<file path="src/rtl/rlmc_pkg.sv">
// ----------------------------------------------------------------------------
// rlmc_pkg
// Types, codes and constants shared by the RGB lamp mode controller.
// ----------------------------------------------------------------------------
`default_nettype none

package rlmc_pkg;

  localparam int HUE_DEGREES_DEFAULT = 360;
  localparam int COLOR_MAX_DEFAULT   = 255;

  localparam int CFG_INDEX_W = 3;
  localparam int CFG_DATA_W  = 16;

  // register indexes
  localparam logic [CFG_INDEX_W-1:0] REG_COMMON_ANODE = 3'd0;
  localparam logic [CFG_INDEX_W-1:0] REG_HUE_STEP_MS  = 3'd1;
  localparam logic [CFG_INDEX_W-1:0] REG_FLASH_ON_MS  = 3'd2;
  localparam logic [CFG_INDEX_W-1:0] REG_FLASH_OFF_MS = 3'd3;
  localparam logic [CFG_INDEX_W-1:0] REG_BEAT_MS      = 3'd4;
  localparam logic [CFG_INDEX_W-1:0] REG_RANDOM_SEED  = 3'd5;

  // register reset values
  localparam logic [15:0] HUE_STEP_RESET  = 16'd20;
  localparam logic [15:0] FLASH_ON_RESET  = 16'd120;
  localparam logic [15:0] FLASH_OFF_RESET = 16'd120;
  localparam logic [15:0] BEAT_RESET      = 16'd500;
  localparam logic [15:0] SEED_RESET      = 16'd44257;

  // opcodes
  localparam logic OP_TICK   = 1'b0;
  localparam logic OP_SELECT = 1'b1;

  // lamp modes
  localparam logic [2:0] MODE_WHITE = 3'd1;
  localparam logic [2:0] MODE_CYCLE = 3'd2;
  localparam logic [2:0] MODE_FLASH = 3'd3;
  localparam logic [2:0] MODE_PARTY = 3'd4;

  localparam logic [15:0] LFSR_TAPS = 16'hB400;

  typedef enum logic [3:0] {
    ST_IDLE,
    ST_DRAW,
    ST_DIV,
    ST_POST,
    ST_HUE_MUL,
    ST_FADE_A,
    ST_FADE_B,
    ST_DONE
  } state_t;

  typedef enum logic [1:0] {
    JOB_SECTOR,
    JOB_HUE_VAL,
    JOB_FADE
  } job_t;

  function automatic logic [15:0] lfsr_step(input logic [15:0] s);
    logic [15:0] r;
    r = {1'b0, s[15:1]};
    if (s[0]) begin
      r = r ^ LFSR_TAPS;
    end
    return r;
  endfunction

  function automatic logic [15:0] at_least_one(input logic [15:0] v);
    return (v == 16'd0) ? 16'd1 : v;
  endfunction

endpackage

`default_nettype wire

</file>
<file path="src/rtl/rlmc_channels.sv">
// ----------------------------------------------------------------------------
// rlmc channels
// Valid/ready channel interfaces for lamp commands and lamp colors.
// ----------------------------------------------------------------------------
`default_nettype none

interface rlmc_cmd_if;
  logic       valid;
  logic       ready;
  logic       opcode;
  logic [2:0] mode_value;

  modport source (output valid, output opcode, output mode_value, input ready);
  modport sink   (input valid, input opcode, input mode_value, output ready);
endinterface

interface rlmc_color_if;
  logic       valid;
  logic       ready;
  logic [7:0] red;
  logic [7:0] green;
  logic [7:0] blue;
  logic [2:0] active_mode;
  logic       command_accepted;

  modport source (output valid, output red, output green, output blue,
                  output active_mode, output command_accepted, input ready);
  modport sink   (input valid, input red, input green, input blue,
                  input active_mode, input command_accepted, output ready);
endinterface

`default_nettype wire

</file>
<file path="src/rtl/rgb_lamp_mode_controller.sv">
// ----------------------------------------------------------------------------
// rgb_lamp_mode_controller
// Four-mode RGB lamp: steady white, hue cycle, flash, random color fade.
// ----------------------------------------------------------------------------
//  channel  dir  handshake      payload
//  cmd      in   valid/ready    opcode, mode_value
//  color    out  valid/ready    red, green, blue, active_mode, command_accepted
//  cfg      in   cfg_we         cfg_index, cfg_data
//
//  Hue steps and fade ticks run through the shared restoring divider and the
//  shared 16x8 multiplier. A fade tick that starts a new beat first draws new
//  targets, and a fade entry draws both start and target colors.
//  Reset is synchronous; no clearing pass. A new command is taken while the
//  last color waits; the result stage holds until color.ready.
// ----------------------------------------------------------------------------
`default_nettype none

module rgb_lamp_mode_controller #(
  parameter int HUE_DEGREES = rlmc_pkg::HUE_DEGREES_DEFAULT,
  parameter int COLOR_MAX   = rlmc_pkg::COLOR_MAX_DEFAULT
) (
  input  wire logic                             clk,
  input  wire logic                             rst,
  input  wire logic                             cfg_we,
  input  wire logic [rlmc_pkg::CFG_INDEX_W-1:0] cfg_index,
  input  wire logic [rlmc_pkg::CFG_DATA_W-1:0]  cfg_data,
  rlmc_cmd_if.sink                              cmd,
  rlmc_color_if.source                          color
);

  localparam logic [15:0] HUE_W      = 16'(HUE_DEGREES / 6);
  localparam logic [8:0]  HUE_LAST   = 9'(HUE_DEGREES - 1);
  localparam logic [7:0]  CMAX       = 8'(COLOR_MAX);
  localparam logic [8:0]  RAND_SCALE = 9'(COLOR_MAX + 1);

  rlmc_pkg::state_t state, state_next;
  rlmc_pkg::job_t   job;

  logic        common_anode;
  logic [15:0] hue_step_ms, flash_on_ms, flash_off_ms, beat_ms;

  logic [2:0]  lamp_mode;
  logic [8:0]  hue_degrees;
  logic [15:0] tick_count;
  logic        flash_lit;
  logic [7:0]  present_color [3];
  logic [7:0]  beat_start    [3];
  logic [7:0]  beat_target   [3];
  logic [15:0] lfsr;

  logic [2:0]  div_cnt;
  logic [15:0] div_rem;
  logic [7:0]  div_low;
  logic [1:0]  chan;
  logic [2:0]  draw_idx;
  logic        fade_after;
  logic [23:0] acc;
  logic [15:0] mul_val;
  logic [2:0]  sector;
  logic        accepted;
  logic        out_valid;

  logic        accept, out_free, sel_valid;
  logic [15:0] step_eff, beat_eff, tick_inc, den;
  logic [16:0] trial;
  logic        trial_ge;
  logic [15:0] mul_a;
  logic [7:0]  mul_b;
  logic [23:0] prod, fade_sum;
  logic [15:0] lfsr_nx, rand_prod;
  logic [7:0]  rand_chan;
  logic [2:0]  tgt_idx;
  logic [7:0]  hue_x;

  assign accept    = cmd.valid && cmd.ready;
  assign out_free  = !out_valid || color.ready;
  assign sel_valid = (cmd.mode_value >= rlmc_pkg::MODE_WHITE) &&
                     (cmd.mode_value <= rlmc_pkg::MODE_PARTY);
  assign step_eff  = rlmc_pkg::at_least_one(hue_step_ms);
  assign beat_eff  = rlmc_pkg::at_least_one(beat_ms);
  assign tick_inc  = tick_count + 16'd1;

  // shared restoring divider, 8 quotient bits
  assign den      = (job == rlmc_pkg::JOB_FADE) ? beat_eff : HUE_W;
  assign trial    = {div_rem, div_low[7]};
  assign trial_ge = trial >= {1'b0, den};

  // shared multiplier
  always_comb begin
    unique case (state)
      rlmc_pkg::ST_FADE_A: begin
        mul_a = beat_eff - tick_count;
        mul_b = beat_start[chan];
      end
      rlmc_pkg::ST_FADE_B: begin
        mul_a = tick_count;
        mul_b = beat_target[chan];
      end
      default: begin
        mul_a = mul_val;
        mul_b = CMAX;
      end
    endcase
  end

  assign prod     = 24'(mul_a) * 24'(mul_b);
  assign fade_sum = acc + prod;

  assign lfsr_nx   = rlmc_pkg::lfsr_step(lfsr);
  assign rand_prod = 16'(lfsr_nx[7:0]) * 16'(RAND_SCALE);
  assign rand_chan = rand_prod[15:8];
  assign tgt_idx   = draw_idx - 3'd3;
  assign hue_x     = div_low;

  // next state
  always_comb begin
    state_next = state;
    unique case (state)
      rlmc_pkg::ST_IDLE: begin
        if (accept) begin
          if (cmd.opcode == rlmc_pkg::OP_TICK) begin
            if (lamp_mode == rlmc_pkg::MODE_CYCLE && tick_inc >= step_eff) begin
              state_next = rlmc_pkg::ST_DIV;
            end else if (lamp_mode == rlmc_pkg::MODE_PARTY) begin
              state_next = (tick_inc >= beat_eff) ? rlmc_pkg::ST_DRAW
                                                  : rlmc_pkg::ST_FADE_A;
            end else begin
              state_next = rlmc_pkg::ST_DONE;
            end
          end else if (sel_valid && cmd.mode_value != lamp_mode &&
                       cmd.mode_value == rlmc_pkg::MODE_PARTY) begin
            state_next = rlmc_pkg::ST_DRAW;
          end else begin
            state_next = rlmc_pkg::ST_DONE;
          end
        end
      end
      rlmc_pkg::ST_DRAW: begin
        if (draw_idx == 3'd5) begin
          state_next = fade_after ? rlmc_pkg::ST_FADE_A : rlmc_pkg::ST_DONE;
        end
      end
      rlmc_pkg::ST_DIV: begin
        if (div_cnt == 3'd7) begin
          state_next = rlmc_pkg::ST_POST;
        end
      end
      rlmc_pkg::ST_POST: begin
        unique case (job)
          rlmc_pkg::JOB_SECTOR:  state_next = rlmc_pkg::ST_HUE_MUL;
          rlmc_pkg::JOB_HUE_VAL: state_next = rlmc_pkg::ST_DONE;
          default: state_next = (chan == 2'd2) ? rlmc_pkg::ST_DONE
                                               : rlmc_pkg::ST_FADE_A;
        endcase
      end
      rlmc_pkg::ST_HUE_MUL: state_next = rlmc_pkg::ST_DIV;
      rlmc_pkg::ST_FADE_A:  state_next = rlmc_pkg::ST_FADE_B;
      rlmc_pkg::ST_FADE_B:  state_next = rlmc_pkg::ST_DIV;
      rlmc_pkg::ST_DONE: begin
        if (out_free) begin
          state_next = rlmc_pkg::ST_IDLE;
        end
      end
      default: state_next = rlmc_pkg::ST_IDLE;
    endcase
  end

  // outputs
  always_comb begin
    cmd.ready = (state == rlmc_pkg::ST_IDLE);
  end

  always_ff @(posedge clk) begin
    if (rst) begin
      state <= rlmc_pkg::ST_IDLE;
    end else begin
      state <= state_next;
    end
  end

  always_ff @(posedge clk) begin
    if (rst) begin
      common_anode  <= 1'b0;
      hue_step_ms   <= rlmc_pkg::HUE_STEP_RESET;
      flash_on_ms   <= rlmc_pkg::FLASH_ON_RESET;
      flash_off_ms  <= rlmc_pkg::FLASH_OFF_RESET;
      beat_ms       <= rlmc_pkg::BEAT_RESET;
      lfsr          <= rlmc_pkg::SEED_RESET;
      lamp_mode     <= rlmc_pkg::MODE_WHITE;
      hue_degrees   <= '0;
      tick_count    <= '0;
      flash_lit     <= 1'b0;
      for (int i = 0; i < 3; i++) begin
        present_color[i] <= CMAX;
        beat_start[i]    <= '0;
        beat_target[i]   <= '0;
      end
      job           <= rlmc_pkg::JOB_SECTOR;
      div_cnt       <= '0;
      chan          <= '0;
      draw_idx      <= '0;
      fade_after    <= 1'b0;
      out_valid     <= 1'b0;
    end else begin
      if (cfg_we) begin
        unique case (cfg_index)
          rlmc_pkg::REG_COMMON_ANODE: common_anode <= cfg_data[0];
          rlmc_pkg::REG_HUE_STEP_MS:  hue_step_ms  <= cfg_data;
          rlmc_pkg::REG_FLASH_ON_MS:  flash_on_ms  <= cfg_data;
          rlmc_pkg::REG_FLASH_OFF_MS: flash_off_ms <= cfg_data;
          rlmc_pkg::REG_BEAT_MS:      beat_ms      <= cfg_data;
          rlmc_pkg::REG_RANDOM_SEED:  lfsr <= rlmc_pkg::at_least_one(cfg_data);
          default: ;
        endcase
      end

      unique case (state)
        rlmc_pkg::ST_IDLE: begin
          if (accept) begin
            accepted <= (cmd.opcode == rlmc_pkg::OP_SELECT) && sel_valid;
            chan     <= '0;
            div_cnt  <= '0;
            if (cmd.opcode == rlmc_pkg::OP_TICK) begin
              unique case (lamp_mode)
                rlmc_pkg::MODE_CYCLE: begin
                  if (tick_inc >= step_eff) begin
                    tick_count <= '0;
                    job        <= rlmc_pkg::JOB_SECTOR;
                    div_rem    <= {15'd0, hue_degrees[8]};
                    div_low    <= hue_degrees[7:0];
                  end else begin
                    tick_count <= tick_inc;
                  end
                end
                rlmc_pkg::MODE_FLASH: begin
                  if (tick_count == 16'd0) begin
                    flash_lit <= !flash_lit;
                    for (int i = 0; i < 3; i++) begin
                      present_color[i] <= flash_lit ? 8'd0 : CMAX;
                    end
                    tick_count <= (flash_lit ? rlmc_pkg::at_least_one(flash_off_ms)
                                             : rlmc_pkg::at_least_one(flash_on_ms))
                                  - 16'd1;
                  end else begin
                    tick_count <= tick_count - 16'd1;
                  end
                end
                rlmc_pkg::MODE_PARTY: begin
                  if (tick_inc >= beat_eff) begin
                    for (int i = 0; i < 3; i++) begin
                      beat_start[i] <= beat_target[i];
                    end
                    tick_count <= '0;
                    draw_idx   <= 3'd3;
                    fade_after <= 1'b1;
                  end else begin
                    tick_count <= tick_inc;
                  end
                end
                default: begin
                  for (int i = 0; i < 3; i++) begin
                    present_color[i] <= CMAX;
                  end
                end
              endcase
            end else if (sel_valid && cmd.mode_value != lamp_mode) begin
              lamp_mode  <= cmd.mode_value;
              tick_count <= '0;
              unique case (cmd.mode_value)
                rlmc_pkg::MODE_WHITE: begin
                  for (int i = 0; i < 3; i++) begin
                    present_color[i] <= CMAX;
                  end
                end
                rlmc_pkg::MODE_CYCLE: hue_degrees <= '0;
                rlmc_pkg::MODE_FLASH: flash_lit <= 1'b0;
                default: begin
                  draw_idx   <= 3'd0;
                  fade_after <= 1'b0;
                end
              endcase
            end
          end
        end
        rlmc_pkg::ST_DRAW: begin
          lfsr     <= lfsr_nx;
          draw_idx <= draw_idx + 3'd1;
          if (draw_idx < 3'd3) begin
            beat_start[draw_idx[1:0]] <= rand_chan;
          end else begin
            beat_target[tgt_idx[1:0]] <= rand_chan;
          end
        end
        rlmc_pkg::ST_DIV: begin
          div_cnt <= div_cnt + 3'd1;
          div_rem <= trial_ge ? 16'(trial - {1'b0, den}) : trial[15:0];
          div_low <= {div_low[6:0], trial_ge};
        end
        rlmc_pkg::ST_POST: begin
          unique case (job)
            rlmc_pkg::JOB_SECTOR: begin
              // past the last sector: hold at the end of sector 5
              if (div_low > 8'd5) begin
                sector  <= 3'd5;
                mul_val <= 16'd0;
              end else begin
                sector  <= div_low[2:0];
                mul_val <= div_low[0] ? (HUE_W - div_rem) : div_rem;
              end
            end
            rlmc_pkg::JOB_HUE_VAL: begin
              unique case (sector)
                3'd0: begin
                  present_color[0] <= CMAX;  present_color[1] <= hue_x;
                  present_color[2] <= 8'd0;
                end
                3'd1: begin
                  present_color[0] <= hue_x; present_color[1] <= CMAX;
                  present_color[2] <= 8'd0;
                end
                3'd2: begin
                  present_color[0] <= 8'd0;  present_color[1] <= CMAX;
                  present_color[2] <= hue_x;
                end
                3'd3: begin
                  present_color[0] <= 8'd0;  present_color[1] <= hue_x;
                  present_color[2] <= CMAX;
                end
                3'd4: begin
                  present_color[0] <= hue_x; present_color[1] <= 8'd0;
                  present_color[2] <= CMAX;
                end
                default: begin
                  present_color[0] <= CMAX;  present_color[1] <= 8'd0;
                  present_color[2] <= hue_x;
                end
              endcase
              hue_degrees <= (hue_degrees >= HUE_LAST) ? 9'd0 : hue_degrees + 9'd1;
            end
            default: begin
              present_color[chan] <= div_low;
              chan <= chan + 2'd1;
            end
          endcase
        end
        rlmc_pkg::ST_HUE_MUL: begin
          job     <= rlmc_pkg::JOB_HUE_VAL;
          div_cnt <= '0;
          div_rem <= prod[23:8];
          div_low <= prod[7:0];
        end
        rlmc_pkg::ST_FADE_A: begin
          acc <= prod;
        end
        rlmc_pkg::ST_FADE_B: begin
          job     <= rlmc_pkg::JOB_FADE;
          div_cnt <= '0;
          div_rem <= fade_sum[23:8];
          div_low <= fade_sum[7:0];
        end
        default: ;
      endcase

      if (state == rlmc_pkg::ST_DONE && out_free) begin
        out_valid              <= 1'b1;
        color.red              <= common_anode ? CMAX - present_color[0] : present_color[0];
        color.green            <= common_anode ? CMAX - present_color[1] : present_color[1];
        color.blue             <= common_anode ? CMAX - present_color[2] : present_color[2];
        color.active_mode      <= lamp_mode;
        color.command_accepted <= accepted;
      end else if (color.ready) begin
        out_valid <= 1'b0;
      end
    end
  end

  assign color.valid = out_valid;

endmodule

`default_nettype wire

</file>
<file path="src/flat_wrapper.sv">
// flat-port wrapper written by rule: the top's interface ports become plain ports
module rgb_lamp_mode_controller_flat 
#(
  parameter int HUE_DEGREES = rlmc_pkg::HUE_DEGREES_DEFAULT,
  parameter int COLOR_MAX   = rlmc_pkg::COLOR_MAX_DEFAULT
)
  (clk, rst, cfg_we, cfg_index, cfg_data, cmd_valid, cmd_opcode, cmd_mode_value, cmd_ready, color_valid, color_red, color_green, color_blue, color_active_mode, color_command_accepted, color_ready);
  rlmc_cmd_if cmd_i ();
  rlmc_color_if color_i ();
  input  wire logic clk;
  input  wire logic rst;
  input  wire logic cfg_we;
  input  wire logic [rlmc_pkg::CFG_INDEX_W-1:0] cfg_index;
  input  wire logic [rlmc_pkg::CFG_DATA_W-1:0] cfg_data;
  input wire logic [$bits(cmd_i.valid)-1:0] cmd_valid;
  input wire logic [$bits(cmd_i.opcode)-1:0] cmd_opcode;
  input wire logic [$bits(cmd_i.mode_value)-1:0] cmd_mode_value;
  output wire logic [$bits(cmd_i.ready)-1:0] cmd_ready;
  output wire logic [$bits(color_i.valid)-1:0] color_valid;
  output wire logic [$bits(color_i.red)-1:0] color_red;
  output wire logic [$bits(color_i.green)-1:0] color_green;
  output wire logic [$bits(color_i.blue)-1:0] color_blue;
  output wire logic [$bits(color_i.active_mode)-1:0] color_active_mode;
  output wire logic [$bits(color_i.command_accepted)-1:0] color_command_accepted;
  input wire logic [$bits(color_i.ready)-1:0] color_ready;
  assign cmd_i.valid = cmd_valid;
  assign cmd_i.opcode = cmd_opcode;
  assign cmd_i.mode_value = cmd_mode_value;
  assign cmd_ready = cmd_i.ready;
  assign color_valid = color_i.valid;
  assign color_red = color_i.red;
  assign color_green = color_i.green;
  assign color_blue = color_i.blue;
  assign color_active_mode = color_i.active_mode;
  assign color_command_accepted = color_i.command_accepted;
  assign color_i.ready = color_ready;
  rgb_lamp_mode_controller #(.HUE_DEGREES(HUE_DEGREES), .COLOR_MAX(COLOR_MAX)) u_core (.clk(clk), .rst(rst), .cfg_we(cfg_we), .cfg_index(cfg_index), .cfg_data(cfg_data), .cmd(cmd_i), .color(color_i));
endmodule
</file>
<file path="config.mk">
export PLATFORM = sky130hd
export DESIGN_NAME = rgb_lamp_mode_controller_flat
export DESIGN_NICKNAME = d
export VERILOG_FILES = /design/src/rtl/rlmc_pkg.sv /design/src/rtl/rlmc_channels.sv /design/src/rtl/rgb_lamp_mode_controller.sv /design/src/flat_wrapper.sv
export SDC_FILE = /design/constraint.sdc
export NUM_CORES = 1
export LEC_CHECK = 0
export BUFFER_PORTS_ARGS = -buffer_cell sky130_fd_sc_hd__buf_2
export CORE_UTILIZATION = 58
export CTS_BUF_LIST = sky130_fd_sc_hd__clkbuf_2 sky130_fd_sc_hd__clkbuf_4 sky130_fd_sc_hd__clkbuf_8
export DETAILED_ROUTE_END_ITERATION = 10
export HOLD_SLACK_MARGIN = 0.06
export PLACE_DENSITY_LB_ADDON = 0.08
export SETUP_SLACK_MARGIN = 0.05
export SLEW_MARGIN = 20
export SYNTH_ARGS = -nofsm -noshare
export SYNTH_HDL_FRONTEND = slang
export SYNTH_SLANG_ARGS = --single-unit
</file>
<file path="constraint.sdc">
create_clock -name clk -period 22.7 [get_ports clk]
set_input_delay 2.27 -clock clk [delete_from_list [all_inputs] [get_ports clk]]
set_output_delay 2.27 -clock clk [all_outputs]
set_load 0.02 [all_outputs]
</file>
## Word-level counts from Yosys, hierarchy flattened

Memories as Yosys holds them, arrays and structs flattened. A register that Yosys moved wholly into a read port is not among the register bits.
Index checks and enable logic that the tools add are counted.

- $add $sub $neg: 15
- Multiply operators: 1
- Magnitude comparators: 8
- Equality and inequality tests: 48
- Multiplexer cells: 198
- Bitwise logic cells: 32
- Reductions and logical operators: 62

Operator list:

| cell | count |
|---|---|
| 2-to-1 mux 16 bit | 22 |
| 2-to-1 mux 8 bit | 41 |
| logical NOT 16 bit | 6 |
| 2-to-1 mux 1 bit | 86 |
| one-hot mux 16 bit (4 select lines) | 1 |
| 2-to-1 mux 9 bit | 6 |
| one-hot mux 16 bit (3 select lines) | 1 |
| greater-or-equal comparator 16 bit | 2 |
| one-hot mux 16 bit (2 select lines) | 1 |
| one-hot mux 8 bit (4 select lines) | 1 |
| subtractor 16 x 1 -> 16 bit (second input constant) | 2 |
| subtractor 16 bit | 2 |
| 2-to-1 mux 2 bit | 15 |
| OR 1 bit | 30 |
| AND reduction 6 bit | 5 |
| 2-to-1 mux 4 bit | 7 |
| one-hot mux 4 bit (7 select lines) | 1 |
| 2-to-1 mux 3 bit | 9 |
| adder 24 bit | 1 |
| == test 3 x 2 -> 1 bit (second input constant) | 8 |
| multiplier 16 x 8 -> 24 bit | 1 |
| OR reduction 8 bit | 3 |
| subtractor 8 bit (first input constant) | 3 |
| == test 3 bit (second input constant) | 7 |
| other kinds (47) | 103 |

- Flip-flop bits (word level): 222
- RAM bits: 72
- Input bits: 28
- Output and inout bits: 30
- Logic and storage cells: 395
- Memories kept: 3

Memory list:

| memory | words | width | read ports | clocked after memory_dff | wr ports | RTL line | RTL |
|---|---|---|---|---|---|---|---|
| u_core.beat_start | 3 | 8 | 1 | 1 | 3 | rgb_lamp_mode_controller.sv:47 | `logic [7:0] beat_start [3];` |
| u_core.beat_target | 3 | 8 | 4 | 1 | 3 | rgb_lamp_mode_controller.sv:48 | `logic [7:0] beat_target [3];` |
| u_core.present_color | 3 | 8 | 3 | 0 | 3 | rgb_lamp_mode_controller.sv:46 | `logic [7:0] present_color [3];` |

## Logic depth before layout (Yosys ltp)

Gate-level depths: netlist of the first run.

- Depth after elaboration: 18
- Gate-level depth with buffers: 39
- Depth with buffers taken out: 38

## Worst setup path after synthesis of the first run

OpenSTA, ideal clock, no wires.

- Path type: reg-to-reg
- From: reg u_core.beat_ms[2]
- To: reg u_core.div_rem[12] (data pin)
- Setup time: 0.261 ns
- Arrival: 8.090 ns
- Required time: 22.439 ns
- Slack: 14.349 ns
- Stages on the path, launching flop included: 36
- Path buffers: 1
- Clock period less this slack: 8.351 ns
- Path through: dfxtp_1 -> buf_2 -> nor4_1 -> a41oi_1 -> ha_1 -> fa_1 -> a21boi_1 -> o21ai_1 -> a21boi_1 -> o22ai_1 -> nand3b_1 -> xor2_1 -> a221oi_1 -> nor2_1 -> fa_1 -> inv_1 -> fa_1 -> fa_1 -> fa_1 -> inv_1 -> ha_1 -> nor2_1 -> a21oi_2 -> o21ai_0 -> o211ai_1 -> nor4_1 -> nor3_1 -> xor2_1 -> ha_1 -> and4_1 -> nor2b_1 -> o21ai_0 -> o211ai_1 -> a31o_2 -> xor2_1 -> a221o_1

- Longest elaborated chain between the ends: 7
- Elaborated cells on any way between the ends: 11
- Classes of those cells: 3 x add/sub; 1 x mul; 1 x order compare; 5 x mux; 1 x reduce/logical

RTL lines:

| what | RTL line | RTL |
|---|---|---|
| from (decl) | rgb_lamp_mode_controller.sv:40 | `logic [15:0] hue_step_ms, flash_on_ms, flash_off_ms, beat_ms;` |
| from (signal assigned) | rgb_lamp_mode_controller.sv:187 | `beat_ms <= rlmc_pkg::BEAT_RESET;` |
| from (signal assigned) | rgb_lamp_mode_controller.sv:211 | `rlmc_pkg::REG_BEAT_MS: beat_ms <= cfg_data;` |
| logical NOT 16 bit | rlmc_pkg.sv:69 | `return (v == 16'd0) ? 16'd1 : v;` |
| 2-to-1 mux 16 bit (*) | rlmc_pkg.sv:69 |  |
| subtractor 16 bit (*) | rgb_lamp_mode_controller.sv:92 | `mul_a = beat_eff - tick_count;` |
| one-hot mux 16 bit (2 select lines) (*) | rgb_lamp_mode_controller.sv:90 | `unique case (state)` |
| multiplier 16 x 8 -> 24 bit (*) | rgb_lamp_mode_controller.sv:106 | `assign prod = 24'(mul_a) * 24'(mul_b);` |
| named net u_core.prod[16] | rgb_lamp_mode_controller.sv:69 | `logic [23:0] prod, fade_sum;` |
| adder 24 bit (*) | rgb_lamp_mode_controller.sv:107 | `assign fade_sum = acc + prod;` |
| one-hot mux 16 bit (4 select lines) (*) | rgb_lamp_mode_controller.sv:217 | `unique case (state)` |
| to (signal assigned) | rgb_lamp_mode_controller.sv:229 | `div_rem <= {15'd0, hue_degrees[8]};` |
| to (signal assigned) | rgb_lamp_mode_controller.sv:296 | `div_rem <= trial_ge ? 16'(trial - {1'b0, den}) : trial[15:0];` |
| to (signal assigned) | rgb_lamp_mode_controller.sv:349 | `div_rem <= prod[23:8];` |
| to (decl) | rgb_lamp_mode_controller.sv:52 | `logic [15:0] div_rem;` |

Mark *: on every way through the listed nets, which the timed path passes. The rest lies on a longest branch.
A chain may end at the register's enable or synchronous reset.

## Final worst setup path of the first run

- From: reg u_core.state[2]
- To: reg u_core.div_rem[14] (data pin)

- Longest elaborated chain between the ends: 5
- Elaborated cells on any way between the ends: 10
- Classes of those cells: 1 x add/sub; 1 x mul; 4 x eq/ne; 3 x mux; 1 x reduce/logical

RTL lines:

| what | RTL line | RTL |
|---|---|---|
| from (decl) | rgb_lamp_mode_controller.sv:36 | `rlmc_pkg::state_t state, state_next;` |
| from (signal assigned) | rgb_lamp_mode_controller.sv:175 | `state <= rlmc_pkg::ST_IDLE;` |
| from (signal assigned) | rgb_lamp_mode_controller.sv:177 | `state <= state_next;` |
| == test 4 x 3 -> 1 bit | rgb_lamp_mode_controller.sv:90 |  |
| one-hot mux 16 bit (2 select lines) / one-hot mux 8 bit (2 select lines) (equally long branches) | rgb_lamp_mode_controller.sv:90 |  |
| multiplier 16 x 8 -> 24 bit (*) | rgb_lamp_mode_controller.sv:106 |  |
| named net u_core.prod[16] | rgb_lamp_mode_controller.sv:69 |  |
| adder 24 bit (*) | rgb_lamp_mode_controller.sv:107 |  |
| one-hot mux 16 bit (4 select lines) (*) | rgb_lamp_mode_controller.sv:217 |  |

Marks and branches as above.

==> results.env, run 1 <==
RUN_STATUS='finished clean'
SYNTH_SEQ_CELLS=311
PLACEMENT_ROWS=71
WL_MET2_UM=29870
CTS.HOLD.BUFFERS_ADDED=0
DP_HPWL_UM=49260
CRIT_SLOWEST_CELL='sky130_fd_sc_hd__dfxtp_1'
CRIT_PATH_FREQUENT_CELL='sky130_fd_sc_hd__inv_1'
ROUTABILITYCONGESTION=0.9861
GRT_PASS1_WL_UM=102600
WORST-ENDPOINT-ARRIVAL_NS=10.19
FP.DIEAREA_UM2=39540
FIN_AREA_UM2=24220
CLOCK_SKEW_NS=0.04434
DRV_CAP=0
SLOWEST_DELAY_NS=0.92
ANTENNA_CELLS=0
DIE_W_UM=198.8
SYNTH_LARGEST_AREA_CELL='sky130_fd_sc_hd__edfxtp_1'
ROUTE.VIAS.TOTAL=18580
CTS_RESIZED=0
GRT_OVERFLOW=0
SYNTH-EDFF-COUNT=184
POSTSYNTHAREAPERCELL_UM2=9.180
SYNTH_AREA_LEADERS='sky130_fd_sc_hd__edfxtp_1, sky130_fd_sc_hd__dfxtp_1, sky130_fd_sc_hd__ha_1'
NUM-NETS-FINAL=2728
SEQ_AREA_FRAC_SYNTH_PCT=35.90
SLEW_HEADROOM_PCT=23.86
CRITICAL_PATH_PEAK_FANOUT=22
PROPORTION_OF_REGISTER_BITS_WITH_ASYNCHRONOUS_SET_OR_RESET_AFTER_SYNTHESIS_PCT=0
SYNTH.CELL_AREA_UM2=22470
CTS.SINK_COUNT=311
DRT-WIRELENGTH-PER-CELL_UM=21.68
CLK_ROOT_BUFFER_CELL='sky130_fd_sc_hd__clkbuf_8'
SETUP_VIOL_COUNT_FINAL=0
SHARE_OF_POST_ROUTE_CELLS_WITH_DRIVE_STRENGTH_ABOVE_1_PCT=10.90
SYN-INSTANCE-COUNT=2448
YOSYS.CELL_COUNT.TOP_TYPE='sky130_fd_sc_hd__nand2_1'
CRITPATHKIND='reg2reg'
CTS.REPAIR_TIMING.SETUP_BUFFER_COUNT=0
HIGHEST_LAYER='met4'
YS_WARN_COUNT=0
WL_MET3_UM=5282
FLOP2FLOP_SETUP_SLACK_NS=12.93
PORT_BUFFERS=57
FILLER_CELL_COUNT=3300
RSZ0062_AT_GRT='false'
CLOCK_TREE_FROM_TRITONCTS='done'
WORST_SLEW_PIN_SLEW_NS=1.138
NETLIST.AREA_LEADER.SHARE_PCT=24.59
WORST_HOLD_PATH.ENDPOINT='u_core.color.command_accepted$_DFFE_PP_'
HOLD_START='u_core.accepted$_DFFE_PP_'
CRITPATHCAPTURETYPE='flop'
ANTENNA_VIOLATING_NETS_POST_ROUTE=0
FIRST_GLOBAL_VIAS=17950
HOLD_VIOLATIONS=0
SYN_NETS=2705
FIRSTDRTPASSITERS=5
CTS_MAX_PATH_BUFFERS=3
DIE_Y_UM=198.8
DETAILED_PLACE.AREA_UM2=23150
DETAIL_ROUTE.DRC_VIOLATIONS=0
M1WIRELENGTH_UM=28200
FINAL.MIN_CLOCK_PERIOD_NS=9.774
POST_SYNTH_MOST_FREQUENT_CELLS='sky130_fd_sc_hd__nand2_1, sky130_fd_sc_hd__nor2_1, sky130_fd_sc_hd__inv_1'
REG2REGPATHDEPTH=33
WHS_PATH_DEPTH=0
CRITICAL_PATH.REG2REG.ENDPOINT='u_core.div_rem[14]$_DFFE_PP_'
CRITICAL_PATH.REG2REG.STARTPOINT='u_core.state[2]$_SDFFE_PP0P_'
NUM_IO_PINS=58
GRTUSAGETOTAL_PCT=33.99
SYNTH_CELL_TYPE_COUNT=88
SLEW_VIOLATIONS=0
GRT_START_MAX_NET_PINS=57
CORE_UM2=37930
START_KIND='flop'
HOLD_PATH_CLASS='reg2reg'
VIASPERCELL=6.142
INITIAL_CORE_UTIL_PCT=59.24
TRITONCTS.NUM_BUFFERS=52
FMAXACHIEVABLE_GHz=0.1023
TOTALNEGATIVESETUPSLACK_NS=0
LEVEL_COUNT_OF_THE_CLOCK_H_TREE=2
AREAGROWTHSYNTHTOFINISH_PCT=7.773
TOP_FLIP_FLOP_CELL_BY_INSTANCE_COUNT_AFTER_SYNTHESIS='sky130_fd_sc_hd__edfxtp_1'
DETAILED_ROUTE_WIRE_LENGTH_UM=65570
CLOCK_TRANSITION_AT_THE_REGISTERS_OF_THE_REPORTED_PATHS_NS=0.07
GRT_ANTENNA_BEFORE_REPAIR=0
DRT_ITER0_DRC=1447
WORST-ENDPOINT-REQUIRED_NS=23.12
POST-ROUTE-PERIOD-UTIL_PCT=43.06
CLOCK_INSERTION_DELAY_WORST_SKEW_NS=0.66
layout make-up:
type / instances / area [um^2] / share of cell area (%)
well taps: 511 / 639.4 / 2.640
flip-flops and latches: 311 / 8069 / 33.32
multi-input cells: 1822 / 13220 / 54.58
inverters: 197 / 739.5 / 3.053
clock buffers: 74 / 912.1 / 3.766
clock inverters: 23 / 137.6 / 0.5683
repair buffers: 87 / 503.0 / 2.077
worst max-delay path by stage:
stage / endpoint / depth (start not counted) / slack [ns] / start
2_1_floorplan: u_core.div_rem[12]$_DFFE_PP_ / 35 / 14.35 / u_core.beat_ms[2]$_SDFFE_PP1P_
3_3_place_gp: u_core.div_rem[14]$_DFFE_PP_ / 30 / 13.16 / u_core.state[2]$_SDFFE_PP0P_
3_5_place_dp: u_core.div_rem[14]$_DFFE_PP_ / 33 / 13.07 / u_core.state[2]$_SDFFE_PP0P_
4_1_cts: u_core.div_rem[14]$_DFFE_PP_ / 33 / 13.03 / u_core.state[2]$_SDFFE_PP0P_
5_1_grt: u_core.div_rem[14]$_DFFE_PP_ / 33 / 12.20 / u_core.state[2]$_SDFFE_PP0P_
6_report: u_core.div_rem[14]$_DFFE_PP_ / 33 / 12.93 / u_core.state[2]$_SDFFE_PP0P_
flip-flops by register name, indices dropped and copies added, names as in the netlist, 8 cells and up, named ones only:
signal	flops
u_core.beat_start	32
u_core.beat_target	32
u_core.acc	24
u_core.present_color	24
u_core.beat_ms	16
u_core.div_rem	16
u_core.flash_off_ms	16
u_core.flash_on_ms	16
u_core.hue_step_ms	16
u_core.lfsr	16
u_core.mul_val	16
u_core.tick_count	16
u_core.hue_degrees	9
u_core.color.blue	8
u_core.color.green	8
u_core.color.red	8
u_core.div_low	8
metal layers:
| metal | track usage, % | vias up |
|---|---|---|
| met5 | 0 | - |
| met4 | 12.25 | 0 |
| met3 | 5.595 | 139 |
| met2 | 55.01 | 791 |
| met1 | 45.94 | 8961 |
| li1 | - | 8689 |
worst max-delay path, delay by kind of cell, from the launching register on:
kind | cells | cell delay (ns)
AOI/OAI and AO/OA | 10 | 2.12
and+or+nand+nor | 10 | 2.40
adders and majority gates | 6 | 2.70
buffers and inverters | 6 | 1.08
xor gates and xnor gates | 1 | 0.30
DFF | 1 | 0.92
through the flow:
step	hold slack (ns)	std cells	setup WS, ns	utilization, %
floorplan	0.4003	2448	14.35	-
finish	0.4205	3025	12.93	63.85
global route	0.4333	3025	12.20	63.85
global placement	0.4018	2922	13.16	60.97
CTS	0.4233	3022	13.03	63.79
detailed placement	0.4235	2925	13.07	61.02
layout by cell type, fill, tap and decap left out, types with 58 or more instances in the layout:
master                     Yosys  routed
sky130_fd_sc_hd__o21ai_0      82      82
sky130_fd_sc_hd__ha_1        142     142
sky130_fd_sc_hd__nand2_1     276     276
sky130_fd_sc_hd__a21oi_1     167     167
sky130_fd_sc_hd__buf_2        15      58
sky130_fd_sc_hd__fa_1         87      87
sky130_fd_sc_hd__xor2_1       68      68
sky130_fd_sc_hd__dfxtp_1     127     126
sky130_fd_sc_hd__nor2_1      266     264
sky130_fd_sc_hd__xnor2_1      64      64
sky130_fd_sc_hd__inv_1       196     196
sky130_fd_sc_hd__edfxtp_1    184     184
cell families (layout without fill, tap and decap cells):
family | count (synthesis) | after routing | share of synthesized area (%)
AND/OR/NAND/NOR | 851 | 851 | 17.38
adder cells (fa/ha/maj) | 230 | 230 | 15.70
XOR/XNOR | 133 | 133 | 5.217
AO/OA/AOI/OAI | 533 | 533 | 16.07
multiplexers | 75 | 75 | 4.298
buffers and inverters | 315 | 381 | 5.434
flip-flops | 311 | 311 | 35.90
Power of run 1 is left out: the tool's default activity adds up to more than one toggle a clock period on the data nets, which glitch-free logic cannot reach.
==> run 2: changes to the inputs <==
Clock period 22.7 ns to 8.8 ns, I/O delays scaled along.
==> run 2 against run 1 <==
Net effect:
- routed wire length grew 0.77%
- final area up 3.7%
- sequential share of layout area down 1.2 points
- setup slack got worse by 13 ns
- non-clock buffer count increased by 67
- critical path depth rose by 5
- worst hold slack better by 0.0059 ns
- highest routed layer unchanged
==> results.env, run 2 (synthesized netlist as in run 1, its figures left out) <==
DETAILED_PLACE.AREA_UM2=23600
TOTALNEGATIVESETUPSLACK_NS=0
CRITICAL_PATH.TOP_DELAY_FAMILY='adder cells'
TRITONCTS.NUM_BUFFERS=52
PLACEMENT_ROWS=71
ANTENNA_VIOLATING_NETS_POST_ROUTE=0
FMAXACHIEVABLE_GHz=0.1184
CTS.HOLD.BUFFERS_ADDED=0
START_KIND='flop'
GRTUSAGETOTAL_PCT=34.03
POST-ROUTE-PERIOD-UTIL_PCT=95.99
SLEW_HEADROOM_PCT=18.79
CRITICAL_PATH_PEAK_FANOUT=5
WORST-ENDPOINT-ARRIVAL_NS=8.85
HOLD_PATH_CLASS='reg2reg'
HOLD_VIOLATIONS=0
PORT_BUFFERS=57
CLOCK_TREE_FROM_TRITONCTS='done'
SLEW_VIOLATIONS=0
SHARE_OF_POST_ROUTE_CELLS_WITH_DRIVE_STRENGTH_ABOVE_1_PCT=14.99
SLOWEST_DELAY_NS=0.53
CRITICAL_PATH.REG2REG.STARTPOINT='u_core.beat_ms[4]$_SDFFE_PP1P_'
CTS.SINK_COUNT=311
CLK_ROOT_BUFFER_CELL='sky130_fd_sc_hd__clkbuf_8'
GRT_OVERFLOW=0
CLOCK_TRANSITION_AT_THE_REGISTERS_OF_THE_REPORTED_PATHS_NS=0.06
NUM-NETS-FINAL=2795
REGISTERS_WITH_THE_MOST_FLIP_FLOPS='u_core.beat_start x32, u_core.beat_target x32'
FIRST_GLOBAL_VIAS=18130
VIASPERCELL=6.088
CRITPATHCAPTURETYPE='flop'
CRIT_SLOWEST_CELL='sky130_fd_sc_hd__fa_1'
GRT_PASS1_WL_UM=102400
WORST-ENDPOINT-REQUIRED_NS=9.20
AREAGROWTHSYNTHTOFINISH_PCT=11.79
DRT_ITER0_DRC=1524
CTS_MAX_PATH_BUFFERS=3
DRV_CAP=0
HOLD_START='u_core.accepted$_DFFE_PP_'
FP.DIEAREA_UM2=39540
CRITPATHLAUNCH='u_core.beat_ms[4]$_SDFFE_PP1P_'
GRT_START_MAX_NET_PINS=74
DIE_W_UM=198.8
FIRSTDRTPASSITERS=6
CLOCK_SKEW_NS=0.04068
LEVEL_COUNT_OF_THE_CLOCK_H_TREE=2
DP_HPWL_UM=50060
FINAL.MIN_CLOCK_PERIOD_NS=8.447
INITIAL_CORE_UTIL_PCT=59.24
DRT-WIRELENGTH-PER-CELL_UM=21.35
SETUP_VIOL_COUNT_FINAL=0
RUN_STATUS='finished clean'
ROUTE.VIAS.TOTAL=18840
DETAIL_ROUTE.DRC_VIOLATIONS=0
ROUTABILITYCONGESTION=0.9414
DIE_Y_UM=198.8
MOSTFREQUENTLAYOUTCELL='sky130_fd_sc_hd__nand2_1'
FINAL_CELL_MIX='sky130_fd_sc_hd__nand2_1, sky130_fd_sc_hd__nor2_1, sky130_fd_sc_hd__inv_1, sky130_fd_sc_hd__edfxtp_1, sky130_fd_sc_hd__a21oi_1'
CRITPATHKIND='reg2reg'
WORSTPATHBUFFERINVERTERCOUNT=5
GRT_ANTENNA_BEFORE_REPAIR=1
CORE_UM2=37930
NUM_IO_PINS=58
WORST_SLEW_PIN_SLEW_NS=1.211
CLOCK_INSERTION_DELAY_WORST_SKEW_NS=0.66
DETAILED_ROUTE_WIRE_LENGTH_UM=66080
FIN_AREA_UM2=25120
[run 2: cell count changes in the layout (fill, tap and decap cells not counted), moves of 5 or more]
cell                      delta
sky130_fd_sc_hd__ha_1        -5
sky130_fd_sc_hd__a21oi_1     -7
sky130_fd_sc_hd__a21oi_2     +7
sky130_fd_sc_hd__o21ai_0     -6
sky130_fd_sc_hd__o21ai_2     +7
sky130_fd_sc_hd__buf_4      +73
[run 2: final timing paths]
| path | slack, ns | cells past startpoint | endpoint |
|---|---|---|---|
| worst min register to register | 0.43 | 0 | u_core.color.command_accepted$_DFFE_PP_ |
| worst max-delay path | 0.35 | 38 | u_core.div_rem[7]$_DFFE_PP_ |
| worst max register to register | 0.35 | 38 | u_core.div_rem[7]$_DFFE_PP_ |
| worst min-delay path | 0.43 | 0 | u_core.color.command_accepted$_DFFE_PP_ |
[run 2: cell type report]
cell class,instances,area [um^2]
clock inverters,23,260.3
diodes,2,5.005
clock buffers,75,919.6
repair buffers,154,1016
well taps,511,639.4
inverters,197,739.5
multi-input cells,1822,13470
flip-flops and latches,311,8071
fillers,3171,12810
[run 2: metal layers]
metal	GRT usage, %	routed length (um)
met5	0	0
met4	13.36	2418
met3	5.866	5075
met2	55.26	30450
met1	45.21	28140
[run 2: what timing repair did]
action,4_1_cts,5_1_grt
pin swaps,4,37
gates resized for setup,3,52
endpoints found under the setup margin,5,11
buffers inserted,0,10
[run 2: worst register-to-register path: cells and delay by family, from the launching register on]
| kind | cells | cell delay, ns |
|---|---|---|
| muxes | 1 | 0.14 |
| and+or+nand+nor | 5 | 1.04 |
| AOI/OAI and AO/OA | 16 | 2.39 |
| adders and majority gates | 8 | 3.22 |
| xor gates and xnor gates | 3 | 0.74 |
| DFF | 1 | 0.33 |
| buffers and inverters | 5 | 0.36 |
[run 2: per-stage QoR]
stage	instances	setup slack, ns	util [%]	hold WS, ns
finish	3095	0.3525	66.22	0.4264
global route	3093	-0.1203	66.21	0.4437
CTS	3083	0.08171	65.35	0.4249
detailed placement	2985	0.002732	62.22	0.4162
global placement	2985	0.1344	62.22	0.4016
floorplan	2448	0.4492	-	0.4003
Power of run 2 is left out for the same reason.
